===== src/dfh_pkg.sv =====
package dfh_pkg;

  localparam int MAX_DIMS  = 4;
  localparam int RANK_BITS = 16;
  localparam int DIM_W     = $clog2(MAX_DIMS);
  localparam int ND_W      = 3;
  localparam int PROD_W    = RANK_BITS + 1;
  localparam int MUL_W     = RANK_BITS + PROD_W;
  localparam int REL_W     = MUL_W + 1;
  localparam int N_CELLS   = MAX_DIMS * RANK_BITS;
  localparam int CFG_IDX_W = 3;

  typedef logic [RANK_BITS-1:0] rank_t;
  typedef logic [PROD_W-1:0]    prod_t;
  typedef logic [MUL_W-1:0]     mul_t;

  localparam prod_t PROD_CAP = prod_t'(64'd1 << RANK_BITS);
  localparam prod_t PROD_SAT = prod_t'((64'd1 << RANK_BITS) + 64'd1);

  typedef enum logic [CFG_IDX_W-1:0] {
    CFG_NODE_COUNT = 3'd0,
    CFG_DIM_COUNT  = 3'd1,
    CFG_SIZE_A     = 3'd2,
    CFG_SIZE_B     = 3'd3,
    CFG_SIZE_C     = 3'd4,
    CFG_SIZE_D     = 3'd5
  } cfg_idx_t;

  typedef struct packed {
    rank_t                     node_count;
    logic [ND_W-1:0]           nd;
    rank_t [MAX_DIMS-1:0]      size;
  } cfg_t;

  typedef struct packed {
    rank_t                src;
    rank_t                dst;
    rank_t                s_num;
    rank_t                d_num;
    rank_t                s_rem;
    rank_t                d_rem;
    rank_t [MAX_DIMS-1:0] cs;
    rank_t [MAX_DIMS-1:0] cd;
    prod_t [MAX_DIMS-1:0] w;
    prod_t                prod;
  } ctx_t;

endpackage


===== src/dfh_fin.sv =====
module dfh_fin import dfh_pkg::*; (
  input  logic  clk,
  input  logic  rst_n,
  input  cfg_t  cfg,
  input  logic  in_valid,
  output logic  in_ready,
  input  ctx_t  in_ctx,
  output logic  out_valid,
  input  logic  out_ready,
  output rank_t first_hop,
  output logic  direct,
  output logic  bad_request
);

  logic             va_r, vb_r;
  rank_t            src_a_r, dst_a_r;
  logic             bad_a_r, bad_a_nxt;
  mul_t             ps_a_r, pd_a_r, ps_a_nxt, pd_a_nxt;
  logic             found;
  logic [DIM_W-1:0] k;
  logic             rdy_b;
  logic [REL_W-1:0] relay;
  logic             bad_b, dir_b;
  rank_t            hop_b;
  rank_t            hop_r;
  logic             direct_r, bad_r;

  // first differing dimension and the two weighted coordinates
  always_comb begin
    found = 1'b0;
    k     = '0;
    for (int i = 0; i < MAX_DIMS; i++) begin
      if (!found && (ND_W'(i) < cfg.nd) && (in_ctx.cs[i] != in_ctx.cd[i])) begin
        found = 1'b1;
        k     = DIM_W'(i);
      end
    end
    bad_a_nxt = (in_ctx.src == in_ctx.dst) || (in_ctx.src >= cfg.node_count) ||
                (in_ctx.dst >= cfg.node_count) ||
                (PROD_W'(cfg.node_count) > in_ctx.prod) || !found;
    ps_a_nxt  = MUL_W'(in_ctx.cs[k]) * MUL_W'(in_ctx.w[k]);
    pd_a_nxt  = MUL_W'(in_ctx.cd[k]) * MUL_W'(in_ctx.w[k]);
  end

  always_comb begin
    relay = REL_W'(src_a_r) + REL_W'(pd_a_r) - REL_W'(ps_a_r);
    bad_b = bad_a_r || (relay > REL_W'({RANK_BITS{1'b1}}));
    dir_b = !bad_b && (relay[RANK_BITS-1:0] == dst_a_r);
    hop_b = bad_b ? '0 : (dir_b ? src_a_r : relay[RANK_BITS-1:0]);
  end

  assign rdy_b       = !vb_r || out_ready;
  assign in_ready    = !va_r || rdy_b;
  assign out_valid   = vb_r;
  assign first_hop   = hop_r;
  assign direct      = direct_r;
  assign bad_request = bad_r;

  always_ff @(posedge clk) begin
    if (!rst_n) begin
      va_r <= 1'b0;
      vb_r <= 1'b0;
    end else begin
      if (in_ready) begin
        va_r <= in_valid;
      end
      if (rdy_b) begin
        vb_r <= va_r;
      end
    end
    if (in_ready && in_valid) begin
      src_a_r <= in_ctx.src;
      dst_a_r <= in_ctx.dst;
      bad_a_r <= bad_a_nxt;
      ps_a_r  <= ps_a_nxt;
      pd_a_r  <= pd_a_nxt;
    end
    if (rdy_b && va_r) begin
      hop_r    <= hop_b;
      direct_r <= dir_b;
      bad_r    <= bad_b;
    end
  end

endmodule


===== config.mk =====
export PLATFORM = sky130hd
export DESIGN_NAME = dfh_fin
export DESIGN_NICKNAME = d
export VERILOG_FILES = /design/src/dfh_pkg.sv /design/src/dfh_fin.sv
export SDC_FILE = /design/constraint.sdc
export NUM_CORES = 2
export LEC_CHECK = 0
export BUFFER_PORTS_ARGS = -buffer_cell sky130_fd_sc_hd__buf_2
export CAP_MARGIN = 20
export CORE_MARGIN = 2
export CORE_UTILIZATION = 55
export CTS_CLUSTER_DIAMETER = 60
export DETAILED_ROUTE_END_ITERATION = 16
export GPL_ROUTABILITY_DRIVEN = 0
export GPL_TIMING_DRIVEN = 0
export PLACE_DENSITY_LB_ADDON = 0.12
export SETUP_SLACK_MARGIN = 0.2
export SLEW_MARGIN = 20
export SYNTH_ARGS = -nofsm -noshare
export SYNTH_HDL_FRONTEND = slang
export SYNTH_SLANG_ARGS = --single-unit

===== constraint.sdc =====
create_clock -name clk -period 8.2 [get_ports clk]
set_input_delay 0.41 -clock clk [delete_from_list [all_inputs] [get_ports clk]]
set_output_delay 0.41 -clock clk [all_outputs]
set_load 0.01 [all_outputs]

==> results.toml <==
[run_status]
status = "finished, violations left"
violations = "negative setup slack"

[synthesis]
synth.net_count = 4231
synth_top_family_by_area = "adder cells"
netlist_area_um2 = 27700
synth_compound_area_share_pct = 10.4
seq_area_frac_synth_pct = 12.8
synth_top_area_share_pct = 31.2
yosysTopAreaCell = "fa_1"
synth_xor_area_share_pct = 5.57
synth_simple_gate_area_share_pct = 14.1
synth_flop_cell = "edfxtp_1"
synth_area_leaders = "fa_1 31%, ha_1 14%, edfxtp_1 13%"
muxShareOfSynthArea_pct = 2.54
postSynthAreaPerCell_um2 = 8.97
synthCells = 3094
yosys.area_share.adder_pct = 45.1
synthDistinctLibCells = 79
synth-seq-cells = 119
synth_edf_count = 117
synth_warnings = 0
ys_async_sr_fraction_pct = 0

[global_route]
grt_pass1_wl_um = 163000
grt_pass1_vias = 27300
grt-ovfl-total = 0
antenna_found_initial = 4
grt_usage_pct = 42.5
grt_max_degree = 39

[timing]
fmax_mhz = 107
setup_tns_ps = -25580
worst_pin_slew_ps = 1060
setup_violations = 37
rsz0062_at_grt = "yes"
drv_slew = 0
finalClockSkew_ps = 9.14
fin_crit_sh_pct = 114
period_minus_slack_ps = 9350
final.setup.worst_slack_ps = -1150
holdWs_ps = 205
hold_viol_final = 0
slew_headroom_pct = 29.0

[critical_path]
cp-end-kind = "register"
cp_data_required_time_ps = 8340
critPathArrivalTime_ps = 9490
worst_setup_path_start_kind = "input pin"
crit_path_max_incr_delay_ps = 920
critPathMaxFanout = 10
cp_common_cell = "fa_1"
crit_type = "in2reg"
slowest_stage = "nor4_2"

[cells_and_area]
layout_commonest_cell = "inv_1"
register_area_um2 = 3550
fin_nets = 4770
drive_above_1_share_pct = 26.8
multiInputGateArea_um2 = 23600
area_growth_pct = 28.5
nFillCells = 3562
mostFrequentLayoutCells = "559 x inv_1, 412 x fa_1, 299 x nor2_1"

[drt]
post_drt_wl_per_cell_um = 26.7
num_vias = 26700
dr.pass1.iters = 12
drc = 0
routed_via_density = 6.19
postRouteAntennaNets = 0
drt-total-wl_um = 116000
drt_first_iter_violations = 3151

[worst_hold_path]
min_path_type = "in2reg"

[die]
pin_count = 416
core_area_um2 = 50000
die_area_um2 = 52200
num_rows = 82
initial_core_util_pct = 55.5
die_width_um = 229
die_y_um = 229

[placed_design]
dpl.hpwl_um = 81000
portBuffers = 287
dp_worst_setup_slack_ps = -2570

[cts]
cts_max_level = 4
cts_buffers = 17
clk_pin_slew_ps = 50
cts_buffer_depth = 2
clock_latency_ps = 420
cts-root-buf = "clkbuf_16"
cts_tree = "done"
cts_sinks = 119

[run]
drv_cap = 0
==> state kept, by name, summed over array words and instances (netlist names) <==
| register | cells |
|---|---|
| bad_a_r | 1 |
| direct | 1 |
| pd_a_r | 33 |
| ps_a_r | 33 |
| out_valid | 1 |
| bad_request | 1 |
| first_hop | 16 |
| dst_a_r | 16 |
| src_a_r | 16 |
| va_r | 1 |
==> critical path: cells and delay by family <==
kind,cells,cell delay (ps)
AO/OA/AOI/OAI,10,1970
XOR/XNOR,2,330
adder cells (fa/ha/maj),7,3380
buffers and inverters,7,850
multiplexers,1,630
AND/OR/NAND/NOR,6,1870
==> cell type report <==
cell class                      count  area share, %
Clock buffer                       19           1.21
Clock inverter                     12          0.446
Antenna cell                        6         0.0421
Multi-Input combinational cell   2284           66.2
Inverter                          576           6.06
Buffer                            115           3.74
Timing Repair Buffer              520           9.98
Tap cell                          672           2.36
Sequential cell                   119           9.97
==> kinds of logic (layout without fill, tap and decap cells) <==
group | count (synthesis) | in the layout
AOI/OAI and AO/OA | 425 | 425
xor gates and xnor gates | 175 | 175
adders and majority gates | 741 | 741
buffers and inverters | 691 | 1242
DFF | 119 | 119
muxes | 69 | 69
other | 0 | 6
and+or+nand+nor | 874 | 874
==> timing repair <==
| item | in CTS | in global routing |
|---|---|---|
| resized for setup | 471 | 203 |
| pin swaps | 124 | 112 |
| buffers inserted | 164 | 59 |
| endpoints found under the setup margin | 45 | 40 |
| endpoints found under the hold margin | 0 | 0 |
| hold buffers | 0 | 0 |
| cloned | 4 | 0 |
==> routing by layer <==
metal | vias up | GRT usage [%] | share of wire (%)
met5 | - | 3.40 | 0.21
li1 | 11000 | - | -
met1 | 12700 | 44.6 | 32
met4 | 12 | 39.1 | 12
met3 | 807 | 19.1 | 15
met2 | 2195 | 63.5 | 42
==> synthesized netlist by cell type (58+ instances only) <==
master      n
fa_1      432
a21oi_1    87
o21ai_0    62
xor2_1    106
mux2i_1    58
clkbuf_1   90
edfxtp_1  117
nor2_1    335
inv_1     576
xnor2_1    68
nand2_1   296
ha_1      309
==> final timing paths <==
check,from,end,slack [ps],depth (start not counted)
max,in_ctx[104],ps_a_r[29],-1150,33
min,rst_n,out_valid,210,2
max reg2reg,src_a_r[11],first_hop[13],3280,17
min reg2reg,va_r,out_valid,510,1
==> stage by stage <==
stage          area [µm²]  utilization (%)  instances
6_report            35700             71.4       4323
5_1_grt             35600             71.3       4317
4_1_cts             34300             68.7       4258
3_5_place_dp        30300             60.7       4059
3_3_place_gp        30200             60.4       4053
2_1_floorplan       27900                -       3094
Power is left out: the tool's default activity adds up to more than one toggle a clock period on the data nets, which glitch-free logic cannot reach.
