==> src/dfh_pkg.sv <==
package dfh_pkg;

  localparam int MAX_DIMS  = 4;
  localparam int RANK_BITS = 16;
  localparam int DIM_W     = $clog2(MAX_DIMS);
  localparam int ND_W      = 3;
  localparam int PROD_W    = RANK_BITS + 1;
  localparam int MUL_W     = RANK_BITS + PROD_W;
  localparam int REL_W     = MUL_W + 1;
  localparam int N_CELLS   = MAX_DIMS * RANK_BITS;
  localparam int CFG_IDX_W = 3;

  typedef logic [RANK_BITS-1:0] rank_t;
  typedef logic [PROD_W-1:0]    prod_t;
  typedef logic [MUL_W-1:0]     mul_t;

  localparam prod_t PROD_CAP = prod_t'(64'd1 << RANK_BITS);
  localparam prod_t PROD_SAT = prod_t'((64'd1 << RANK_BITS) + 64'd1);

  typedef enum logic [CFG_IDX_W-1:0] {
    CFG_NODE_COUNT = 3'd0,
    CFG_DIM_COUNT  = 3'd1,
    CFG_SIZE_A     = 3'd2,
    CFG_SIZE_B     = 3'd3,
    CFG_SIZE_C     = 3'd4,
    CFG_SIZE_D     = 3'd5
  } cfg_idx_t;

  typedef struct packed {
    rank_t                     node_count;
    logic [ND_W-1:0]           nd;
    rank_t [MAX_DIMS-1:0]      size;
  } cfg_t;

  typedef struct packed {
    rank_t                src;
    rank_t                dst;
    rank_t                s_num;
    rank_t                d_num;
    rank_t                s_rem;
    rank_t                d_rem;
    rank_t [MAX_DIMS-1:0] cs;
    rank_t [MAX_DIMS-1:0] cd;
    prod_t [MAX_DIMS-1:0] w;
    prod_t                prod;
  } ctx_t;

endpackage

==> src/dfh_cell.sv <==
module dfh_cell import dfh_pkg::*; (
  input  logic             clk,
  input  logic             rst_n,
  input  cfg_t             cfg,
  input  logic [DIM_W-1:0] dim_pos,
  input  logic             last_bit,
  input  logic             in_valid,
  output logic             in_ready,
  input  ctx_t             in_ctx,
  output logic             out_valid,
  input  logic             out_ready,
  output ctx_t             out_ctx
);

  logic              valid_r;
  ctx_t              ctx_r;
  ctx_t              ctx_nxt;
  logic [ND_W-1:0]   idx_w;
  logic [DIM_W-1:0]  dim_idx;
  logic              in_use;
  logic              act;
  rank_t             sz;
  logic [RANK_BITS:0] rs_s, rs_d, r17_s, r17_d;
  logic              ge_s, ge_d;
  mul_t              mul;

  always_comb begin
    idx_w   = cfg.nd - ND_W'(1) - ND_W'(dim_pos);
    dim_idx = idx_w[DIM_W-1:0];
    in_use  = ND_W'(dim_pos) < cfg.nd;
    sz      = cfg.size[dim_idx];
    act     = in_use && (sz != '0);
    r17_s   = {in_ctx.s_rem, in_ctx.s_num[RANK_BITS-1]};
    r17_d   = {in_ctx.d_rem, in_ctx.d_num[RANK_BITS-1]};
    ge_s    = r17_s >= {1'b0, sz};
    ge_d    = r17_d >= {1'b0, sz};
    rs_s    = ge_s ? (r17_s - {1'b0, sz}) : r17_s;
    rs_d    = ge_d ? (r17_d - {1'b0, sz}) : r17_d;
    mul     = MUL_W'(in_ctx.prod) * MUL_W'(sz);
    ctx_nxt = in_ctx;
    if (act) begin
      ctx_nxt.s_rem = rs_s[RANK_BITS-1:0];
      ctx_nxt.d_rem = rs_d[RANK_BITS-1:0];
      ctx_nxt.s_num = {in_ctx.s_num[RANK_BITS-2:0], ge_s};
      ctx_nxt.d_num = {in_ctx.d_num[RANK_BITS-2:0], ge_d};
    end
    if (last_bit && in_use) begin
      ctx_nxt.w[dim_idx]  = in_ctx.prod;
      ctx_nxt.cs[dim_idx] = act ? rs_s[RANK_BITS-1:0] : '0;
      ctx_nxt.cd[dim_idx] = act ? rs_d[RANK_BITS-1:0] : '0;
      ctx_nxt.s_rem       = '0;
      ctx_nxt.d_rem       = '0;
      ctx_nxt.prod        = (mul > MUL_W'(PROD_CAP)) ? PROD_SAT : mul[PROD_W-1:0];
    end
  end

  assign in_ready  = !valid_r || out_ready;
  assign out_valid = valid_r;
  assign out_ctx   = ctx_r;

  always_ff @(posedge clk) begin
    if (!rst_n) begin
      valid_r <= 1'b0;
    end else if (in_ready) begin
      valid_r <= in_valid;
    end
    if (in_ready && in_valid) begin
      ctx_r <= ctx_nxt;
    end
  end

endmodule

==> config.mk <==
export PLATFORM = sky130hd
export DESIGN_NAME = dfh_cell
export DESIGN_NICKNAME = d
export VERILOG_FILES = /design/src/dfh_pkg.sv /design/src/dfh_cell.sv
export SDC_FILE = /design/constraint.sdc
export NUM_CORES = 1
export LEC_CHECK = 0
export BUFFER_PORTS_ARGS = -buffer_cell sky130_fd_sc_hd__buf_2
export CAP_MARGIN = 15
export CELL_PAD_IN_SITES_DETAIL_PLACEMENT = 0
export CELL_PAD_IN_SITES_GLOBAL_PLACEMENT = 1
export CORE_AREA = 4 4 277 279
export DETAILED_ROUTE_END_ITERATION = 10
export DIE_AREA = 0 0 281 283
export GPL_ROUTABILITY_DRIVEN = 0
export MAX_ROUTING_LAYER = met4
export PLACE_DENSITY_LB_ADDON = 0.1
export SETUP_SLACK_MARGIN = 0.4
export SYNTH_ARGS = -nofsm -noshare
export SYNTH_HDL_FRONTEND = slang
export SYNTH_SLANG_ARGS = --single-unit
==> constraint.sdc <==
create_clock -name clk -period 13.72 [get_ports clk]
set_input_delay 3.43 -clock clk [delete_from_list [all_inputs] [get_ports clk]]
set_output_delay 3.43 -clock clk [all_outputs]
set_load 0.005 [all_outputs]
==> out/metrics.cfg <==
[status]
run_status = finished clean

[finish]
fillers = 7520
multi_input_area_sq_um = 13800
syn_to_final_growth_pct = 22.2
regArea_sq_um = 9300
drive_gt1_share_pct = 28.9
num-nets-final = 3752

[routing]
drt_iter0_markers = 1338
vias_per_cell = 5.04
drt_pass1_iterations = 5
drtAntennaViolNets = 0
wl_per_cell_microns = 23.6
drt-total-wl_microns = 94800
vias = 20257
drcViolationCount = 0

[clock_tree]
clk_pin_slew_ns = 0.05
hold_buffers = 0
h-tree-depth = 2
postCtsSetupBuffers = 0
clock-root-buffer = clkbuf_16
numCtsBuffers = 37
cts-resized-gates = 0
clock_sinks = 310
clk_latency_ns = 0.56
cts_tree = done
clk_path_buf_depth = 3

[sta]
hold_viol = 0
fin_skew_ns = 0.0341
setup_viol = 0
finalMaxSlewViolations = 0
fin_crit_sh_pct = 86.7
setup-tns-final_ns = 0
max_slew_margin_pct = 25.4
period_needed_ns = 11.89
tightestPinTransition_ns = 1.12
fmaxAchievable_ghz = 0.0841
rsz0062_at_grt = no

[logic_synthesis]
synth_edf_count = 309
netlist_area_sq_um = 24600
synth_cells = 2395
synth_seq_cells = 310
synth_ff_type = edfxtp_1
ys_warn_count = 0
syn_nets = 3143
ys_types = 75
ys_seq_area_share_pct = 37.7
async_flop_share_pct = 0
syn_avg_cell_area_sq_um = 10.3

[global_routing]
grt_first_pass_wirelength_microns = 140000
grt_pass1_vias = 21158
antenna_found_initial = 35
gr-usage-all-layers_pct = 23.9
grt-ovfl-total = 0
grt_max_degree = 135

[die]
num_rows = 100
die_area_sq_um = 79500
die_h_microns = 283
ioPinCount = 710
initial_utilization_pct = 33.2
dieWidth_microns = 281
fp.coreArea_sq_um = 74200

[hold_path]
hp-class = flop to flop

[critical_path]
critPathRequiredTime_ns = 14.01
start_kind = input pin
critPathKind = input pin to flop
arrival_ns = 12.18
worstSetupEndpointType = flop
worst-path-max-fanout = 19

[flow_run]
maxCapViolCount = 0

[placement]
hpwlAfterDp_microns = 75100
port_buffers = 693

[final cells by class]
cell class / instances / share of cell area, %
timing repair buffer: 707 / 11.9
clock buffer: 49 / 3.22
sequential: 310 / 30.9
multi-input combinational: 1673 / 45.9
tap: 969 / 4.03
inverter: 275 / 3.43
clock inverter: 16 / 0.470
antenna: 24 / 0.199
[synth_stat cells (25+ instances only)]
| cell type | instances | area, sq um |
|---|---|---|
| nand2_1 | 450 | 1690 |
| nand3_1 | 32 | 160 |
| inv_1 | 275 | 1030 |
| xnor2_1 | 25 | 219 |
| nor2_1 | 51 | 191 |
| ha_1 | 139 | 1740 |
| clkbuf_1 | 114 | 428 |
| a21oi_1 | 90 | 450 |
| mux2_2 | 80 | 901 |
| and2_1 | 145 | 907 |
| edfxtp_1 | 309 | 9280 |
| o31ai_1 | 32 | 240 |
| a21o_1 | 25 | 188 |
| o21ai_0 | 134 | 671 |
| fa_1 | 210 | 4200 |
[placed cells by master (no fill, tap or decap), types with 4 or more instances in the layout]
cell type  count
clkinv_1       6
nand4_1       19
fa_1         210
a31oi_1        9
edfxtp_1     309
and3_1         6
clkbuf_1      12
o31ai_1       32
buf_2        693
nor2_1        51
o21ai_1       18
xor2_1        12
mux2_2        80
o21ai_0      134
inv_1        275
or3_1          5
nand2b_1      12
a211o_1        5
ha_1         139
nand3_1       30
nand2_1      447
diode_2       24
mux2i_1       11
and2_1       142
a41oi_1        4
a21o_1        25
o211ai_1       9
buf_4         13
nor4_1         7
a211oi_1      20
nor3_1        18
a21oi_1       90
mux4_2        16
nor2b_1        7
xnor2_1       25
o21a_1        13
o21bai_1       8
clkbuf_16     37
[registers in the layout, summed over array words and instances (netlist names)]
register   flops
out_valid      1
out_ctx      309
[logic make-up (layout without fill, tap and decap cells)]
family          Yosys count  after routing  synth area share, %
other cells               0             24                    0
mux                     107            107                 5.56
fa+ha+maj               349            349                 24.1
simple gates            774            774                 14.5
buf+inv                 412           1047                 6.46
flops                   310            310                 37.7
xor+xnor                 38             38                 1.43
compound gates          405            405                 10.2
[worst paths after layout]
check | startpoint | to | slack [ns] | cells past startpoint
worst max-delay path | cfg[65] | out_ctx[9]$_DFFE_PP_ | 1.83 | 26
worst min-delay path | out_valid$_SDFFE_PN0N_ | out_valid$_SDFFE_PN0N_ | 0.54 | 2
worst max register to register | out_valid$_SDFFE_PN0N_ | out_ctx[140]$_DFFE_PP_ | 10.73 | 4
worst min register to register | out_valid$_SDFFE_PN0N_ | out_valid$_SDFFE_PN0N_ | 0.54 | 2
[critical path, cell delays in order]
cell	delay [ns]
buf_2	0.07
inv_1	0.03
ha_1	0.37
xnor2_4	0.41
buf_4	0.39
mux4_2	0.82
and2_1	0.29
fa_1	0.53
inv_1	0.05
fa_1	0.54
inv_1	0.06
fa_1	0.50
fa_1	0.54
fa_1	0.55
inv_1	0.05
fa_1	0.52
inv_1	0.04
ha_1	0.45
nand4_1	0.21
o221ai_1	0.50
and2_1	0.23
a211oi_1	0.05
a211o_1	0.29
nor4_2	0.37
nand4_4	0.34
o31ai_1	0.50
[routing by layer]
metal  share of wire [%]  track usage (%)  up-vias
li1                    -                -     9383
met2                  51             41.1      580
met3                 6.3             5.10      110
met1                  41             28.3    10184
met4                 2.3             6.46        0
met5                   0                -        -
[through the flow]
stage / utilization (%) / std cells / hold slack (ns) / cell area [sq um] / worst slack [ns]
after floorplan: - / 2395 / 0.537 / 24600 / 2.42
after detailed placement: 39.0 / 3934 / 0.540 / 28900 / 1.18
final: 40.6 / 4023 / 0.542 / 30100 / 1.83
after global routing: 40.6 / 4022 / 0.569 / 30100 / 1.40
after global placement: 39.0 / 3934 / 0.512 / 28900 / 1.23
after CTS: 40.5 / 3999 / 0.548 / 30000 / 1.74
Power is left out: the tool's default activity adds up to more than one toggle a clock period on the data nets, which glitch-free logic cannot reach.
